## src/hdl/jcs_pkg.sv

```systemverilog
package jcs_pkg;

	// default width of positions and lengths
	localparam int LENGTH_BITS_DEF = 24;

	// marker codes following an FF prefix
	localparam logic [7:0] MK_PREFIX = 8'hFF;
	localparam logic [7:0] MK_SOC    = 8'h4F;
	localparam logic [7:0] MK_SOT    = 8'h90;
	localparam logic [7:0] MK_EOC    = 8'hD9;
	localparam logic [7:0] MK_COM    = 8'h64;

	// buffers shorter than this pass untouched
	localparam int MIN_BUFFER_LEN = 6;

	// result queue
	localparam int FIFO_DEPTH = 4;
	localparam int FIFO_PTR_W = $clog2(FIFO_DEPTH);
	localparam int FIFO_CNT_W = FIFO_PTR_W + 1;

	// master tdata: out_byte, comment_removed, run_end, zero pad
	localparam int M_DATA_W    = 16;
	localparam int M_PAD_W     = M_DATA_W - 10;
	localparam int M_REMOVED_B = 8;
	localparam int M_RUN_END_B = 9;

	typedef enum logic [2:0] {
		PH_SCANNING,
		PH_PASSING,
		PH_LEN_HI,
		PH_LEN_LO,
		PH_BODY
	} phase_t;

	typedef struct packed {
		logic       run_end;
		logic       removed;
		logic       done;
		logic       valid;
		logic [7:0] data;
	} res_t;

endpackage

```

## src/hdl/jcs_res_fifo.sv

```systemverilog
module jcs_res_fifo
	import jcs_pkg::*;
(
	input  logic       clk,
	input  logic       arst_n,
	input  logic [1:0] push_n,
	input  res_t       push0,
	input  res_t       push1,
	output logic       room,
	output logic       out_valid,
	output res_t       out_data,
	input  logic       out_ready
);

	res_t                  mem_q [FIFO_DEPTH];
	logic [FIFO_PTR_W-1:0] wr_q;
	logic [FIFO_PTR_W-1:0] rd_q;
	logic [FIFO_CNT_W-1:0] cnt_q;
	logic                  pop;
	logic [FIFO_PTR_W-1:0] wr_next;

	assign room      = cnt_q <= FIFO_CNT_W'(FIFO_DEPTH - 2);
	assign out_valid = cnt_q != '0;
	assign out_data  = mem_q[rd_q];
	assign pop       = out_valid && out_ready;
	assign wr_next   = wr_q + FIFO_PTR_W'(1);

	always_ff @(posedge clk) begin
		if (push_n != 2'd0) begin
			mem_q[wr_q] <= push0;
		end
		if (push_n == 2'd2) begin
			mem_q[wr_next] <= push1;
		end
	end

	always_ff @(posedge clk or negedge arst_n) begin
		if (!arst_n) begin
			wr_q  <= '0;
			rd_q  <= '0;
			cnt_q <= '0;
		end else begin
			wr_q  <= wr_q + FIFO_PTR_W'(push_n);
			rd_q  <= rd_q + FIFO_PTR_W'(pop);
			cnt_q <= cnt_q + FIFO_CNT_W'(push_n) - FIFO_CNT_W'(pop);
		end
	end

endmodule

```

## src/hdl/jcs_core.sv

```systemverilog
module jcs_core
	import jcs_pkg::*;
#(
	parameter int LENGTH_BITS = LENGTH_BITS_DEF
) (
	input  logic                   clk,
	input  logic                   arst_n,
	input  logic                   step,
	input  logic [7:0]             data_byte,
	input  logic [LENGTH_BITS-1:0] buffer_length,
	input  logic                   end_of_buffer,
	output logic [1:0]             res_n,
	output res_t                   res0,
	output res_t                   res1
);

	localparam int LW1 = LENGTH_BITS + 1;
	localparam int TW  = ((LENGTH_BITS > 17) ? LENGTH_BITS : 17) + 1;

	phase_t                 phase_q, phase_n, phase_eff;
	logic                   held_q, held_n;
	logic                   hdr_q, hdr_n;
	logic [LENGTH_BITS-1:0] pos_q, pos_n;
	logic [LENGTH_BITS-1:0] len_q, len_n, len_eff;
	logic [7:0]             hi_q, hi_n;
	logic [LENGTH_BITS-1:0] skip_q, skip_n, skip_dec;
	logic                   removed_q, removed_n, removed_step;

	logic                   pos_zero;
	logic [LENGTH_BITS-1:0] pos_prev;
	logic                   com_hit;
	logic                   com_fire;
	logic [TW-1:0]          total, skip_ext, tot_c;
	logic                   b_is_ff;

	assign pos_zero  = pos_q == '0;
	assign len_eff   = pos_zero ? buffer_length : len_q;
	assign phase_eff = (pos_zero && buffer_length < LENGTH_BITS'(MIN_BUFFER_LEN))
		? PH_PASSING : phase_q;
	assign pos_prev  = pos_q - LENGTH_BITS'(1);
	assign b_is_ff   = data_byte == MK_PREFIX;
	assign com_hit   = data_byte == MK_COM && hdr_q
		&& ({1'b0, pos_prev} + LW1'(4) <= {1'b0, len_eff});
	assign com_fire     = phase_eff == PH_SCANNING && held_q && com_hit;
	assign removed_step = removed_q || com_fire;

	// comment length plus marker, clamped to what is left of the buffer
	assign total    = TW'({hi_q, data_byte}) + TW'(2);
	assign skip_ext = TW'(skip_q);
	assign tot_c    = (total > skip_ext) ? skip_ext : total;
	assign skip_dec = (skip_q != '0) ? skip_q - LENGTH_BITS'(1) : skip_q;

	// next state
	always_comb begin
		phase_n   = phase_eff;
		held_n    = held_q;
		hdr_n     = hdr_q;
		pos_n     = pos_q + LENGTH_BITS'(1);
		len_n     = len_eff;
		hi_n      = hi_q;
		skip_n    = skip_q;
		removed_n = removed_step;
		case (phase_eff)
			PH_SCANNING: begin
				if (held_q) begin
					held_n = 1'b0;
					if (com_hit) begin
						skip_n  = len_eff - pos_prev;
						phase_n = PH_LEN_HI;
					end else if (b_is_ff) begin
						held_n = !end_of_buffer;
					end else if (data_byte == MK_SOC) begin
						hdr_n = 1'b1;
					end else if (data_byte == MK_SOT || data_byte == MK_EOC) begin
						phase_n = PH_PASSING;
					end
				end else if (b_is_ff && !end_of_buffer) begin
					held_n = 1'b1;
				end
			end
			PH_LEN_HI: begin
				hi_n    = data_byte;
				phase_n = PH_LEN_LO;
			end
			PH_LEN_LO: begin
				if (tot_c <= TW'(4)) begin
					skip_n  = '0;
					phase_n = PH_PASSING;
				end else begin
					skip_n  = LENGTH_BITS'(tot_c - TW'(4));
					phase_n = PH_BODY;
				end
			end
			PH_BODY: begin
				skip_n = skip_dec;
				if (skip_dec == '0) begin
					phase_n = PH_PASSING;
				end
			end
			default: ;
		endcase
		if (end_of_buffer) begin
			phase_n   = PH_SCANNING;
			held_n    = 1'b0;
			hdr_n     = 1'b0;
			pos_n     = '0;
			len_n     = '0;
			hi_n      = '0;
			skip_n    = '0;
			removed_n = 1'b0;
		end
	end

	// results
	always_comb begin
		logic [1:0] n;
		logic [7:0] d0, d1;
		logic       v0;
		n  = 2'd0;
		d0 = data_byte;
		d1 = data_byte;
		v0 = 1'b1;
		case (phase_eff)
			PH_SCANNING: begin
				if (held_q) begin
					if (!com_hit) begin
						d0 = MK_PREFIX;
						n  = (b_is_ff && !end_of_buffer) ? 2'd1 : 2'd2;
					end
				end else if (!(b_is_ff && !end_of_buffer)) begin
					n = 2'd1;
				end
			end
			PH_LEN_LO: begin
				if (tot_c <= TW'(2)) begin
					d0 = hi_q;
					n  = 2'd2;
				end else if (tot_c == TW'(3)) begin
					n = 2'd1;
				end
			end
			PH_LEN_HI, PH_BODY: ;
			default: n = 2'd1;
		endcase
		if (end_of_buffer && n == 2'd0) begin
			n  = 2'd1;
			d0 = '0;
			v0 = 1'b0;
		end
		res_n        = n;
		res0.data    = d0;
		res0.valid   = v0;
		res0.done    = end_of_buffer && n == 2'd1;
		res0.removed = removed_step;
		res0.run_end = n == 2'd1;
		res1.data    = d1;
		res1.valid   = 1'b1;
		res1.done    = end_of_buffer;
		res1.removed = removed_step;
		res1.run_end = 1'b1;
	end

	always_ff @(posedge clk or negedge arst_n) begin
		if (!arst_n) begin
			phase_q   <= PH_SCANNING;
			held_q    <= 1'b0;
			hdr_q     <= 1'b0;
			pos_q     <= '0;
			len_q     <= '0;
			hi_q      <= '0;
			skip_q    <= '0;
			removed_q <= 1'b0;
		end else if (step) begin
			phase_q   <= phase_n;
			held_q    <= held_n;
			hdr_q     <= hdr_n;
			pos_q     <= pos_n;
			len_q     <= len_n;
			hi_q      <= hi_n;
			skip_q    <= skip_n;
			removed_q <= removed_n;
		end
	end

endmodule

```

## src/hdl/jpeg2000_comment_stripper_top.sv

```systemverilog
// JPEG2000 comment stripper: removes the first COM segment (FF 64) of a codestream.
// Input stream (s_*): one codestream byte per item. tdata carries the byte in
//   [7:0] and the buffer length above it; the length is sampled on the first
//   byte of each buffer. tlast marks the final byte of the buffer.
// Output stream (m_*): one output byte per item. An input item yields zero,
//   one or two output items: an FF is held until the next byte, and the final
//   byte of a buffer always yields at least a bare end item (tuser low).
// Path: an accepted byte is held in the input register, is worked on there by
//   the combinational core and lands in a four-entry result queue; its first
//   result is offered on m_tvalid the cycle after it is written to the queue.
// Throughput: one input item per clock while m_tready stays high and each item
//   yields at most one result; items yielding two (a released FF plus its
//   follower) fill the queue faster than the single-item-per-cycle port drains it.
// Stall: when the receiver drops m_tready the queue fills; once fewer than
//   two free entries remain the input register holds and s_tready falls.
// Reset: asynchronous, clears queue pointers and all per-buffer scan state;
//   scan state also returns to idle after every byte marked tlast.
module jpeg2000_comment_stripper_top
	import jcs_pkg::*;
#(
	parameter int LENGTH_BITS = LENGTH_BITS_DEF
) (
	input  logic                                    clk,
	input  logic                                    arst_n,
	input  logic                                    s_tvalid,
	output logic                                    s_tready,
	// [7:0] data_byte, [LENGTH_BITS+7:8] buffer_length, zero pad above
	input  logic [((8 + LENGTH_BITS + 7) / 8) * 8-1:0] s_tdata,
	input  logic                                    s_tlast,   // end_of_buffer
	output logic                                    m_tvalid,
	input  logic                                    m_tready,
	// [7:0] out_byte, [8] comment_removed, [9] run_end, zero pad above
	output logic [M_DATA_W-1:0]                     m_tdata,
	output logic                                    m_tuser,   // byte_valid
	output logic                                    m_tlast    // buffer_done
);

	// input register
	logic                   valid_s1;
	logic [7:0]             byte_s1;
	logic [LENGTH_BITS-1:0] len_s1;
	logic                   eob_s1;

	logic                   adv;
	logic                   room;
	logic [1:0]             res_n;
	logic [1:0]             push_n;
	res_t                   res0, res1, head;

	// the input register moves on only while the queue can take two results
	assign adv      = valid_s1 && room;
	assign s_tready = !valid_s1 || room;
	assign push_n   = adv ? res_n : 2'd0;

	always_ff @(posedge clk or negedge arst_n) begin
		if (!arst_n) begin
			valid_s1 <= 1'b0;
		end else if (s_tready) begin
			valid_s1 <= s_tvalid;
		end
	end

	always_ff @(posedge clk) begin
		if (s_tready && s_tvalid) begin
			byte_s1 <= s_tdata[7:0];
			len_s1  <= s_tdata[8 +: LENGTH_BITS];
			eob_s1  <= s_tlast;
		end
	end

	jcs_core #(
		.LENGTH_BITS(LENGTH_BITS)
	) u_core (
		.clk          (clk),
		.arst_n       (arst_n),
		.step         (adv),
		.data_byte    (byte_s1),
		.buffer_length(len_s1),
		.end_of_buffer(eob_s1),
		.res_n        (res_n),
		.res0         (res0),
		.res1         (res1)
	);

	jcs_res_fifo u_fifo (
		.clk      (clk),
		.arst_n   (arst_n),
		.push_n   (push_n),
		.push0    (res0),
		.push1    (res1),
		.room     (room),
		.out_valid(m_tvalid),
		.out_data (head),
		.out_ready(m_tready)
	);

	assign m_tdata = {{M_PAD_W{1'b0}}, head.run_end, head.removed, head.data};
	assign m_tuser = head.valid;
	assign m_tlast = head.done;

	// the last byte of a buffer always yields at least one result
	a_eob_result: assert property (@(posedge clk) disable iff (!arst_n)
		adv && eob_s1 |-> res_n != 2'd0)
		else $error("end of buffer produced no result");

	// buffer end is always the last result of its input item
	a_done_run_end: assert property (@(posedge clk) disable iff (!arst_n)
		m_tvalid && m_tlast |-> m_tdata[M_RUN_END_B])
		else $error("buffer_done without run_end");

	// a bare end item carries no byte and closes the buffer
	a_bare_end: assert property (@(posedge clk) disable iff (!arst_n)
		m_tvalid && !m_tuser |-> m_tlast && m_tdata[7:0] == 8'h00)
		else $error("bare item not a clean buffer end");

	// a pushed pair always ends with the run_end result
	a_pair_order: assert property (@(posedge clk) disable iff (!arst_n)
		push_n == 2'd2 |-> !res0.run_end && res1.run_end)
		else $error("two results with wrong run_end marking");

endmodule
```

## config.mk

```make
export PLATFORM = sky130hd
export DESIGN_NAME = jpeg2000_comment_stripper_top
export DESIGN_NICKNAME = d
export VERILOG_FILES = /design/src/hdl/jcs_pkg.sv /design/src/hdl/jcs_res_fifo.sv /design/src/hdl/jcs_core.sv /design/src/hdl/jpeg2000_comment_stripper_top.sv
export SDC_FILE = /design/constraint.sdc
export NUM_CORES = 1
export LEC_CHECK = 0
export BUFFER_PORTS_ARGS = -buffer_cell sky130_fd_sc_hd__buf_4
export CAP_MARGIN = 40
export CORE_MARGIN = 2
export CORE_UTILIZATION = 25
export CTS_BUF_LIST = sky130_fd_sc_hd__clkbuf_4
export CTS_CLUSTER_SIZE = 28
export DETAILED_ROUTE_END_ITERATION = 6
export HOLD_SLACK_MARGIN = 0.08
export PLACE_DENSITY = 0.51
export SLEW_MARGIN = 20
export SYNTH_ARGS = -nofsm -noshare
export SYNTH_HDL_FRONTEND = slang
export SYNTH_SLANG_ARGS = --single-unit
```

## constraint.sdc

```tcl
create_clock -name clk -period 6.4 [get_ports clk]
set_input_delay 0.32 -clock clk [delete_from_list [all_inputs] [get_ports clk]]
set_output_delay 0.32 -clock clk [all_outputs]
set_load 0.1 [all_outputs]
```

Word level (Yosys, flattened, before mapping). Memories as Yosys holds them, arrays and structs flattened. Cells that the tools add are included.

Bits in registers: 127. Bits in writable memories: 48. Memories: 1.

Memory list: u_fifo.mem_q (words 4, width 12, rd ports 1, clocked after Yosys merged registers in 0, write ports 2, line jcs_res_fifo.sv:15) `res_t mem_q [FIFO_DEPTH];`.

Add/subtract/negate cells: 12. Order comparisons: 6. Equal/unequal tests: 15. Mux-type cells: 54. Reduce and logical (&&, ||, !) cells: 33.

Operator list (count): 24-bit two-way mux (9); 24-bit case mux with 3 select lines (1); 24-bit logical NOT (2); 8-bit two-way mux (6); 24-bit by 1-bit subtractor with 24-bit output, second input constant (2); 3-bit two-way mux (9); 24-bit by 3-bit adder with 25-bit output, second input constant (1); 25-bit by 2-bit equality test with 1-bit output, second input constant (1); 25-bit by 24-bit > comparator with 1-bit output (1); 25-bit by 2-bit less-or-equal comparator with 1-bit output, second input constant (1); 25-bit by 24-bit less-or-equal comparator with 1-bit output (1); 25-bit by 3-bit less-or-equal comparator with 1-bit output, second input constant (1); 24-bit by 1-bit adder with 24-bit output, second input constant (1); 8-bit equality test, second input constant (3); 24-bit by 3-bit < comparator with 1-bit output, second input constant (1); 24-bit nonzero test (1); 24-bit subtractor (1); 24-bit by 3-bit subtractor with 24-bit output, second input constant (1); 1-bit two-way mux (20); 16-bit by 2-bit adder with 17-bit output, second input constant (1); 8-bit by 7-bit equality test with 1-bit output, second input constant (2); 8-bit case mux with 2 select lines (1); 2-bit two-way mux (6); 3-bit case mux with 4 select lines (1); other kinds (25) (46).

Longest topological paths before layout. Gate-level depths: netlist of run 1.

Word-level depth: 14. Mapped depth: 30. Gate-level depth less buffers: 26.

By module. Synthesis of run 1 repeated with hierarchy kept, for this count alone.

Cells, all modules: 1494. Area total of the unflattened synthesis: 13957.1 µm².

By module, submodules not included: jcs_core (instances 1, cells an instance 1291, area each 9939.5 µm², sequential area each 2152.1 µm²); jcs_res_fifo (instances 1, cells an instance 156, area each 2905.3 µm², sequential area each 1616.6 µm²); jpeg2000_comment_stripper_top (instances 1, cells an instance 47, area each 1112.3 µm², sequential area each 1016.0 µm²).

Worst setup path after synthesis of run 1. OpenSTA, ideal clock, no wires.

Path kind: reg2reg. Start point: register byte_s1[2]. End point: register u_fifo.cnt_q[2]. Library setup time: 123 ps. Arrival time: 6200 ps. Path slack: 78 ps. Stages on the path, launching flop included: 26. Path buffers: 3. Clock period less this slack: 6322 ps. Path through: edfxtp_1 -> clkbuf_1 -> nand3_1 -> nor4_1 -> xor2_1 -> ha_1 -> nand4_1 -> inv_1 -> a221oi_1 -> a21o_1 -> clkbuf_1 -> buf_1 -> mux2i_1 -> ha_1 -> nand3_1 -> or3_1 -> a211oi_1 -> a41oi_1 -> a21boi_2 -> inv_2 -> nand2_1 -> nand2_1 -> ha_1 -> fa_1 -> xor2_1 -> xnor2_1.

Cells in the longest elaborated chain, start to end: 13. Elaborated cells on any way between the ends: 23.

RTL lines: from (decl) (line jpeg2000_comment_stripper_top.sv:40) `logic [7:0] byte_s1;`; from (signal assigned) (line jpeg2000_comment_stripper_top.sv:65) `byte_s1 <= s_tdata[7:0];`; branches (longest 6 deep; another with 25-bit by 24-bit > comparator with 1-bit output); 2-bit case mux with 3 select lines (*) (line jcs_core.sv:123) `case (phase_eff)`; 2-bit logical NOT (line jcs_core.sv:145) `if (end_of_buffer && n == 2'd0) begin`; 1-bit logical AND (line jcs_core.sv:145); 2-bit two-way mux (*) (line jcs_core.sv:145); 2-bit two-way mux (*) (line jpeg2000_comment_stripper_top.sv:53) `assign push_n = adv ? res_n : 2'd0;`; 3-bit by 2-bit adder with 3-bit output (*) (line jcs_res_fifo.sv:45) `cnt_q <= cnt_q + FIFO_CNT_W'(push_n) - FIFO_CNT_W'(pop);`; 3-bit by 1-bit subtractor with 3-bit output (*) (line jcs_res_fifo.sv:45); to (signal assigned) (line jcs_res_fifo.sv:45); to (decl) (line jcs_res_fifo.sv:18) `logic [FIFO_CNT_W-1:0] cnt_q;`.

Mark *: on every way between the ends. A chain may end at the register's enable or synchronous reset.

Final worst setup path of run 1.
Start point: register u_core.pos_q[5]. End point: register u_fifo.cnt_q[2].

Cells in the longest elaborated chain, start to end: 13. Elaborated cells on any way between the ends: 22.

RTL lines: from (decl) (line jcs_core.sv:23) `logic [LENGTH_BITS-1:0] pos_q, pos_n;`; from (signal assigned) (line jcs_core.sv:177) `pos_q <= pos_n;`; 24-bit by 1-bit subtractor with 24-bit output or 24-bit logical NOT (tied branches) (line jcs_core.sv:40, jcs_core.sv:36); 24-bit by 3-bit adder with 25-bit output or 24-bit two-way mux (tied branches) (line jcs_core.sv:43, jcs_core.sv:37); 25-bit by 24-bit less-or-equal comparator with 1-bit output (line jcs_core.sv:43) `&& ({1'b0, pos_prev} + LW1'(4) <= {1'b0, len_eff});`; 1-bit logical AND (line jcs_core.sv:43); 2-bit two-way mux (line jcs_core.sv:126) `if (!com_hit) begin`; 2-bit two-way mux (line jcs_core.sv:125) `if (held_q) begin`; 2-bit case mux with 3 select lines (*) (line jcs_core.sv:123); 2-bit logical NOT (line jcs_core.sv:145); 1-bit logical AND (line jcs_core.sv:145); 2-bit two-way mux (*) (line jcs_core.sv:145); 2-bit two-way mux (*) (line jpeg2000_comment_stripper_top.sv:53); 3-bit by 2-bit adder with 3-bit output (*) (line jcs_res_fifo.sv:45); 3-bit by 1-bit subtractor with 3-bit output (*) (line jcs_res_fifo.sv:45).

Every way passes the cells marked *; elsewhere a longest branch is shown, timed or not.

==> results.cfg, run 1 <==
[run_status]
outcome = completed

[yosys]
synth_sequential_area_ratio_pct = 34.5
synth_largest_area_cell = sky130_fd_sc_hd__dfrtp_1
avg_inst_size_synth_um2 = 8.90
async_reset_ff_share_pct = 53.7
yosys-top-cells-area = sky130_fd_sc_hd__dfrtp_1 (17%), sky130_fd_sc_hd__edfxtp_1 (16%), sky130_fd_sc_hd__ha_1 (7.1%)
ys_warn_count = 0
synth_seq_cells = 175
main_synth_ff_type = sky130_fd_sc_hd__dfrtp_1
netlist.area_leader.share_pct = 17.2
post_synthesis_instance_area_um2 = 13700
synth_enable_flop_cells = 73
synth_cell_type_count = 89
netlist_instances = 1534

[sta]
max_clock_freq_mhz = 162
fin_worst_skew_ns = 0.0308
setup_total_negative_slack_ns = 0
tightestPinTransition_ns = 0.839
post-route-period-util_pct = 96.6
rsz0062_at_grt = false
final_hold_violation_count = 0
final_max_slew_viol_count = 0
relSlewSlack_pct = 43.6
final_period_minus_worst_setup_slack_ns = 6.18
setup_viol = 0

[routing]
antenna_violating_nets_post_route = 0
detail_route.wirelength_mm = 45.2
drt-vias-per-instance = 5.23
detailroute.via_count = 12186
drtIter0Drc = 1153
firstDrtPassIters = 6
wl_per_cell_um = 19.4
drc_errors = 0

[setup_path]
crit_slowest_cell = sky130_fd_sc_hd__nor4_1
cpPeakStageDelay_ns = 0.72
worst-setup-path-type = reg2reg
r2r_setup_slack_ns = 0.22
critPathLaunchType = flop
worst-endpoint-required_ns = 6.94
cp_cell_sequence = or4_1 > nor4_1 > and4_1 > buf_4 > mux2i_1 > inv_1 > ha_1 > inv_1 > a21oi_1 > o21bai_1 > a221oi_1 > o41ai_1 > a31oi_1 > buf_4 > a21o_2 > nand2_1 > nand2_1 > ha_1 > fa_1 > xor2_1 > xnor2_1
critPathArrivalTime_ns = 6.72
critical_path.max_fanout = 9
worst_setup_path_startpoint = u_core.pos_q[5]
rr_startpoint = u_core.pos_q[5]
crit_path_end_kind = flop

[floorplan]
floorplan.initialDensity_pct = 25.3
height_of_the_die_um = 238
chipWidth_um = 238
fp.coreArea_um2 = 53900
std_cell_rows = 85
io_pins = 57
dieArea_um2 = 56500

[clock_tree]
ctsLongestPathBuffers = 2
cts-htree-levels = 4
clock-sinks = 175
clk_root_buffer_cell = sky130_fd_sc_hd__clkbuf_4
worst_skew_pair.late_latency_ns = 0.66
tritoncts_clock_tree = yes
cts.clk_slew.worst_paths_ns = 0.16
cts_made_buffers = 17

[pwr]
p_leak_uw = 0.00644
max-vdd-ir-drop_v = 0.000319
power_uw = 8860
cellPowerDensity_nw_per_um2 = 562

[final_layout]
layout_common_cells = sky130_fd_sc_hd__nand2_1 (149), sky130_fd_sc_hd__nor2_1 (131), sky130_fd_sc_hd__buf_4 (114), sky130_fd_sc_hd__dfrtp_1 (94), sky130_fd_sc_hd__xnor2_1 (89)
layout-area-overhead-vs-synth_pct = 15.5
instances_no_fill = 2330
layout_cell_share_with_drive_strength_beyond_1_pct = 12.9
mostFrequentLayoutCell = sky130_fd_sc_hd__nand2_1
finalNetCount = 1735

[placed_design]
port_buffers = 50
placed_insts = 2256
place.gp.congestion = 0.923
dp_hpwl_mm = 34.5

[grt]
grt_remaining_overflow = 0
grt_antenna_before_repair = 1
globalRouteTotalUtil_pct = 16.0
pin_count_of_the_biggest_net_entering_global_routing = 42
global_route_wire_length_before_repair_mm = 70.1
grt_pass1_vias = 11918

[flow_run]
total_of_max_cap_violations = 0

[worst_hold_path]
hp-start = s_tdata[13]
min_path_type = in2reg
sequential cells by signal, indices dropped and copies added (netlist names), 2 cells and up:
register,flops
u_fifo.mem_q,48
len_s1,24
u_core.len_q,24
u_core.pos_q,24
u_core.skip_q,24
byte_s1,8
u_core.hi_q,8
u_core.phase_q,3
u_fifo.cnt_q,3
u_fifo.rd_q,2
u_fifo.wr_q,2
final timing paths:
path	end	cells after the start
max in group asynchronous	u_core.phase_q[2]	5
min in group asynchronous	u_core.pos_q[17]	3
worst max-delay path	u_fifo.cnt_q[2]	21
worst min-delay path	len_s1[5]	2
worst max register to register	u_fifo.cnt_q[2]	21
worst min register to register	u_fifo.mem_q[2][11]	2
area by class of cell:
| cell class | count | area (µm²) |
|---|---|---|
| Fill cell | 5654 | 38100 |
| Sequential cell | 175 | 4700 |
| Clock buffer | 19 | 143 |
| Clock inverter | 13 | 178 |
| Tap cell | 696 | 871 |
| Antenna cell | 3 | 7.51 |
| Inverter | 75 | 282 |
| Multi-Input combinational cell | 1193 | 8290 |
| Timing Repair Buffer | 156 | 1300 |
kinds of logic after synthesis:
family          Yosys count  share of synthesized area [%]
compound gates          350                           17.8
flops                   175                           34.5
xor+xnor                137                           8.79
simple gates            569                           21.4
buf+inv                 171                           5.25
fa+ha+maj                80                           7.44
mux                      51                           4.85
other cells               1                         0.0275
cell usage after synthesis (32+ instances only):
cell                       count
sky130_fd_sc_hd__xnor2_1      89
sky130_fd_sc_hd__inv_1        74
sky130_fd_sc_hd__nand2_1     150
sky130_fd_sc_hd__clkbuf_1     62
sky130_fd_sc_hd__mux2i_1      38
sky130_fd_sc_hd__edfxtp_1     73
sky130_fd_sc_hd__xor2_1       48
sky130_fd_sc_hd__nor2_1      132
sky130_fd_sc_hd__a21oi_1      62
sky130_fd_sc_hd__o21ai_0      85
sky130_fd_sc_hd__ha_1         78
sky130_fd_sc_hd__nand3_1      44
sky130_fd_sc_hd__nor3_1       47
sky130_fd_sc_hd__nor4_1       32
sky130_fd_sc_hd__dfrtp_1      94
per-stage QoR:
stage                     util (%)  cell area, µm²  setup slack [ns]  hold WS (ns)
final                         29.2           15800             0.217         0.378
after global routing          29.2           15800           0.00959         0.338
after CTS                     29.2           15700             0.191         0.325
after detailed placement      27.9           15000             0.286         0.267
after global placement        27.7           15000             0.357         0.261
after floorplan                  -           13700            0.0777        0.0244
timing repair:
action / in CTS / in global routing
endpoints found under the hold margin: 65 / 0
buffers inserted: 0 / 1
gates resized for setup: 0 / 8
hold buffers: 38 / 0
setup endpoints to repair: 0 / 75
power breakdown:
| part | leakage (µW) | switching [µW] | total, µW | internal, µW |
|---|---|---|---|---|
| Combinational | 0.00426 | 3890 | 6320 | 2430 |
| Sequential | 0.00201 | 298 | 1790 | 1500 |
| Clock | 0.000173 | 460 | 751 | 291 |
routing by layer:
layer | track usage, % | wire length (µm) | share of wire [%]
met1 | 22.0 | 20800 | 46
met2 | 25.8 | 21100 | 47
met3 | 2.19 | 2210 | 4.9
met4 | 5.01 | 1130 | 2.5
met5 | 0 | 0 | 0
critical path: cells and delay by family, from the launching register on:
kind | cells | cell delay (ns)
mux | 1 | 0.42
compound gates | 6 | 1.05
fa+ha+maj | 3 | 0.99
xor+xnor | 2 | 0.28
buf+inv | 4 | 0.60
simple gates | 5 | 2.19
flops | 1 | 0.53
Power figures use the tool's default switching activity.
==> inputs of run 2 (changes only) <==
--- a/config.mk
+++ b/config.mk
@@ -7,13 +7,15 @@
 export LEC_CHECK = 0
 export BUFFER_PORTS_ARGS = -buffer_cell sky130_fd_sc_hd__buf_4
 export CAP_MARGIN = 40
+export CELL_PAD_IN_SITES_DETAIL_PLACEMENT = 1
+export CELL_PAD_IN_SITES_GLOBAL_PLACEMENT = 1
 export CORE_MARGIN = 2
 export CORE_UTILIZATION = 25
 export CTS_BUF_LIST = sky130_fd_sc_hd__clkbuf_4
 export CTS_CLUSTER_SIZE = 28
 export DETAILED_ROUTE_END_ITERATION = 6
 export HOLD_SLACK_MARGIN = 0.08
-export PLACE_DENSITY = 0.51
+export PLACE_DENSITY = 0.6
 export SLEW_MARGIN = 20
 export SYNTH_ARGS = -nofsm -noshare
 export SYNTH_HDL_FRONTEND = slang
==> run 2 against run 1 <==
Compared with the run above:
- via count is 1.4% higher
- clock power down 3.3%
- flip-flop and latch count is the same
- worst hold slack worse by 0.20 ns
- critical path type unchanged
- critical endpoint is now u_fifo.mem_q[2][1]
- largest cell class unchanged
- highest routed layer unchanged
==> results.cfg, run 2 (same netlist as run 1, synthesis figures left out) <==
[clock_tree]
clk_root_buffer_cell = sky130_fd_sc_hd__clkbuf_4
tritoncts_clock_tree = yes
worst_skew_pair.late_latency_ns = 0.66
ctsLongestPathBuffers = 2
cts_made_buffers = 17
clock-sinks = 175
cts-htree-levels = 4
cts.clk_slew.worst_paths_ns = 0.19

[grt]
global_route_wire_length_before_repair_mm = 77.3
grt_pass1_vias = 12754
grt_antenna_before_repair = 1
grt_remaining_overflow = 0
pin_count_of_the_biggest_net_entering_global_routing = 52
globalRouteTotalUtil_pct = 17.6

[final_layout]
finalNetCount = 1737
top_register = u_fifo.mem_q
layout-area-overhead-vs-synth_pct = 15.5
filler_cell_count = 6265
mostFrequentLayoutCell = sky130_fd_sc_hd__nand2_1
fin_area_um2 = 15800
layout_common_cells = sky130_fd_sc_hd__nand2_1 (150), sky130_fd_sc_hd__nor2_1 (131), sky130_fd_sc_hd__buf_4 (118), sky130_fd_sc_hd__dfrtp_1 (94), sky130_fd_sc_hd__xnor2_1 (89)
layout.core_utilization_pct = 29.2
layout_cell_share_with_drive_strength_beyond_1_pct = 12.9
largest_reg_flops = 48
ff_latch_area_um2 = 4700
multi_input_area_um2 = 8280

[sta]
post-route-period-util_pct = 95.0
max_clock_freq_mhz = 165
tightestPinTransition_ns = 0.909
rsz0062_at_grt = false
setup_viol = 0
relSlewSlack_pct = 38.9
final.setup.worst_slack_ns = 0.323
final_hold_violation_count = 0
fin_worst_skew_ns = 0.0363
final_period_minus_worst_setup_slack_ns = 6.08
final_max_slew_viol_count = 0
setup_total_negative_slack_ns = 0

[pwr]
max-vdd-ir-drop_v = 0.000244
p_leak_uw = 0.00644
cellPowerDensity_nw_per_um2 = 573

[worst_hold_path]
min_path_type = in2async

[floorplan]
dieArea_um2 = 56500
height_of_the_die_um = 238
std_cell_rows = 85
floorplan.initialDensity_pct = 25.3
io_pins = 57
chipWidth_um = 238
fp.coreArea_um2 = 53900

[placed_design]
place.gp.congestion = 0.897
dp_hpwl_mm = 37.9
dpl_worst_slack_ns = 0.216
placedInstanceArea_um2 = 15000
port_buffers = 50

[setup_path]
worst-setup-path-type = reg2reg
critPathArrivalTime_ns = 6.41
critical_path.max_fanout = 10
critPathLaunchType = flop
crit_path_end_kind = flop
worst-endpoint-required_ns = 6.73

[run_status]
outcome = completed

[routing]
antenna_violating_nets_post_route = 0
drc_errors = 0
detailroute.via_count = 12361
detail_route.wirelength_mm = 49.2
drt-vias-per-instance = 5.30
drtIter0Drc = 873
firstDrtPassIters = 7
wl_per_cell_um = 21.1

[flow_run]
total_of_max_cap_violations = 0
[run 2: cell count changes in the layout (fill, tap and decap cells not counted), moves of 2 or more]
cell                        previous run  this run
sky130_fd_sc_hd__o21ai_0              85        83
sky130_fd_sc_hd__bufinv_16             3         1
sky130_fd_sc_hd__inv_8                 2         4
sky130_fd_sc_hd__clkinv_8              0         4
sky130_fd_sc_hd__buf_4               114       118
sky130_fd_sc_hd__o21ai_1               5         8
sky130_fd_sc_hd__clkbuf_4             19        17
sky130_fd_sc_hd__inv_6                 5         3
[run 2: repair_timing]
item | 4_1_cts | 5_1_grt
endpoints found under the setup margin | 0 | 42
hold endpoints to repair | 78 | 0
buffers inserted | 0 | 2
hold buffers | 36 | 0
gates resized for setup | 0 | 6
[run 2: per-stage QoR]
| step | hold slack [ns] | std cells | total power (µW) |
|---|---|---|---|
| global route | 0.193 | 2331 | 9700 |
| detailed placement | 0.366 | 2258 | 8210 |
| CTS | 0.141 | 2326 | 8990 |
| finish | 0.176 | 2331 | 9040 |
| global placement | 0.354 | 2254 | 8070 |
| floorplan | 0.0244 | 1539 | 6170 |
[run 2: cell type report]
class,instances,share of cell area [%]
Antenna cell,2,0.0318
Clock buffer,17,0.810
Clock inverter,15,1.21
Inverter,75,1.79
Multi-Input combinational cell,1193,52.5
Sequential cell,175,29.8
Tap cell,696,5.52
Timing Repair Buffer,158,8.28
[run 2: final timing paths]
kind	startpoint	to	slack, ns	cells after the start
max	u_core.pos_q[0]	u_fifo.mem_q[2][1]	0.32	21
min	arst_n	u_core.pos_q[16]	0.18	2
max reg2reg	u_core.pos_q[0]	u_fifo.mem_q[2][1]	0.32	21
min reg2reg	u_fifo.mem_q[2][11]	u_fifo.mem_q[2][11]	0.46	2
max in group asynchronous	arst_n	u_core.hi_q[0]	5.03	3
min in group clk	s_tdata[27]	len_s1[19]	0.37	2
[run 2: worst max-delay path: stages (launching register included)]
cell and delay, ns:
sky130_fd_sc_hd__dfrtp_1 0.41, sky130_fd_sc_hd__inv_1 0.12, sky130_fd_sc_hd__ha_2 0.22, sky130_fd_sc_hd__or3b_4 0.42
sky130_fd_sc_hd__mux2i_1 0.13, sky130_fd_sc_hd__a2bb2oi_1 0.15, sky130_fd_sc_hd__or2_2 0.34, sky130_fd_sc_hd__or4_1 0.56
sky130_fd_sc_hd__or2_2 0.35, sky130_fd_sc_hd__nor4_4 0.32, sky130_fd_sc_hd__nand2_1 0.10, sky130_fd_sc_hd__xnor2_1 0.15
sky130_fd_sc_hd__ha_1 0.23, sky130_fd_sc_hd__a2111oi_1 0.35, sky130_fd_sc_hd__o311a_1 0.23, sky130_fd_sc_hd__o41ai_1 0.07
sky130_fd_sc_hd__a31oi_1 0.32, sky130_fd_sc_hd__a21o_1 0.22, sky130_fd_sc_hd__buf_4 0.14, sky130_fd_sc_hd__nand4b_1 0.26
sky130_fd_sc_hd__a21oi_1 0.35, sky130_fd_sc_hd__inv_1 0.31
[run 2: power breakdown]
| part | internal (µW) | switching [µW] | total (µW) |
|---|---|---|---|
| clock network | 220 | 506 | 726 |
| registers | 1500 | 303 | 1800 |
| logic | 2440 | 4070 | 6510 |
[run 2: routing by layer]
layer | vias up | share of wire, % | track usage, %
li1 | 5804 | - | -
met1 | 6232 | 46 | 23.4
met2 | 263 | 48 | 29.8
met3 | 62 | 3.4 | 2.32
met4 | 0 | 2.4 | 5.01
met5 | - | 0 | 0
==> inputs of run 3 (changes only) <==
--- a/config.mk
+++ b/config.mk
@@ -5,7 +5,7 @@
 export SDC_FILE = /design/constraint.sdc
 export NUM_CORES = 1
 export LEC_CHECK = 0
-export BUFFER_PORTS_ARGS = -buffer_cell sky130_fd_sc_hd__buf_4
+export BUFFER_PORTS_ARGS = -buffer_cell sky130_fd_sc_hd__buf_2
 export CAP_MARGIN = 40
 export CELL_PAD_IN_SITES_DETAIL_PLACEMENT = 1
 export CELL_PAD_IN_SITES_GLOBAL_PLACEMENT = 1
==> run 3 against run 2 <==
Compared with the run above:
- die area unchanged
- critical path depth up 4
- sequential share of layout area increased by 0.22 points
- flip-flop and latch count stayed put
- wire length up 1.4%
==> results.cfg, run 3 (same netlist as run 1, synthesis figures left out) <==
[final_layout]
layout_cell_share_with_drive_strength_beyond_1_pct = 13.4
finalNetCount = 1740
layout-area-overhead-vs-synth_pct = 14.6
largest_reg_flops = 48
mostFrequentLayoutCell = sky130_fd_sc_hd__nand2_1
instances_no_fill = 2333
layout_common_cells = sky130_fd_sc_hd__nand2_1 (150), sky130_fd_sc_hd__nor2_1 (130), sky130_fd_sc_hd__dfrtp_1 (94), sky130_fd_sc_hd__xnor2_1 (89), sky130_fd_sc_hd__o21ai_0 (84)
top_register = u_fifo.mem_q

[sta]
final_period_minus_worst_setup_slack_ns = 6.02
tightestPinTransition_ns = 0.889
post-route-period-util_pct = 94.1
final_hold_violation_count = 0
relSlewSlack_pct = 40.2
setup_viol = 0
final_max_slew_viol_count = 0
final.setup.worst_slack_ns = 0.378
max_clock_freq_mhz = 166
fin_worst_skew_ns = 0.0449

[floorplan]
height_of_the_die_um = 238
io_pins = 57
dieArea_um2 = 56500
floorplan.initialDensity_pct = 25.3
fp.coreArea_um2 = 53900
std_cell_rows = 85
chipWidth_um = 238

[setup_path]
critPathTopFamily = simple AND/OR/NAND/NOR gates
crit_path_end_kind = flop
r2r_setup_slack_ns = 0.38
cp_num_buf_inv = 4
critical_path.max_fanout = 6
critical_path.reg2reg.endpoint = u_fifo.cnt_q[2]
cpPeakStageDelay_ns = 0.55
critPathArrivalTime_ns = 6.55
critPathLaunchType = flop
worst-endpoint-required_ns = 6.93
crit_slowest_cell = sky130_fd_sc_hd__or4_4
rr_startpoint = u_core.pos_q[0]
r2r.worst_path.cells = 25
worst-setup-path-type = reg2reg

[pwr]
max-vdd-ir-drop_v = 0.000225
cellPowerDensity_nw_per_um2 = 572
power_uw = 8950
p_leak_uw = 0.00639

[placed_design]
port_buffers = 50
placed_insts = 2259
place.gp.congestion = 0.910
dpl_worst_slack_ns = 0.0295
dp_hpwl_mm = 38.3

[routing]
drt-vias-per-instance = 5.37
antenna_violating_nets_post_route = 0
detail_route.wirelength_mm = 49.9
drtIter0Drc = 820
wl_per_cell_um = 21.4
drc_errors = 0
met3WireLength_mm = 1.98
firstDrtPassIters = 5
maxUsedRoutingLayer = met4
detailroute.via_count = 12521
dr_wl_met2_mm = 24.2
detail_route.wirelength.met1_mm = 22.6

[grt]
global_route_wire_length_before_repair_mm = 78.0
grt_antenna_before_repair = 1
grt_remaining_overflow = 0
pin_count_of_the_biggest_net_entering_global_routing = 51
globalRouteTotalUtil_pct = 17.7
grt_pass1_vias = 13041

[flow_run]
total_of_max_cap_violations = 0

[run_status]
outcome = completed

[clock_tree]
cts-htree-levels = 4
tritoncts_clock_tree = yes
clock-sinks = 175
cts.clk_slew.worst_paths_ns = 0.19
clk_root_buffer_cell = sky130_fd_sc_hd__clkbuf_4
worst_skew_pair.late_latency_ns = 0.66
cts_made_buffers = 17
ctsLongestPathBuffers = 2

[worst_hold_path]
min_path_type = in2async
-- run 3: metrics by stage --
step	hold slack [ns]	setup TNS (ns)	area (µm²)	util (%)
2_1_floorplan	0.0244	0	13700	-
3_3_place_gp	0.365	0	14900	27.6
3_5_place_dp	0.367	0	14900	27.6
4_1_cts	0.169	0	15600	28.8
5_1_grt	0.227	-0.0120	15600	29.0
6_report	0.214	0	15600	29.0
-- run 3: worst max-delay path by stage --
stage | cells after the start | start | end | slack (ns)
after floorplan | 25 | byte_s1[2] | u_fifo.cnt_q[2] | 0.08
after global placement | 25 | u_core.pos_q[0] | u_fifo.cnt_q[2] | 0.23
after detailed placement | 24 | u_core.pos_q[0] | u_fifo.cnt_q[2] | 0.03
after CTS | 25 | u_core.pos_q[0] | u_fifo.cnt_q[2] | 0.1
after global routing | 27 | u_core.pos_q[0] | u_fifo.cnt_q[2] | -0.01
final | 25 | u_core.pos_q[0] | u_fifo.cnt_q[2] | 0.38
-- run 3: timing repair --
item	CTS	global route
hold buffers	36	0
endpoints found under the setup margin	1	75
setup buffers	1	1
hold endpoints to repair	79	0
gates resized for setup	1	11
pin swaps	1	4
-- run 3: area by class of cell --
type                            count  area [µm²]
Antenna cell                        1        2.50
Clock buffer                       18         135
Clock inverter                     14         143
Fill cell                        6284       38300
Inverter                           75         282
Multi-Input combinational cell   1193        8310
Sequential cell                   175        4700
Tap cell                          696         871
Timing Repair Buffer              161        1200
-- run 3: routing by layer --
metal  vias to the layer above  global-route usage (%)
met3                        61                    2.44
met4                         0                    4.35
met2                       290                    30.3
met1                      6356                    23.4
li1                       5814                       -
met5                         -                       0
-- run 3: power breakdown --
group | leakage (µW) | internal, µW | switching, µW
clock network | 0.000141 | 180 | 501
logic | 0.00424 | 2410 | 4040
registers | 0.00201 | 1500 | 316
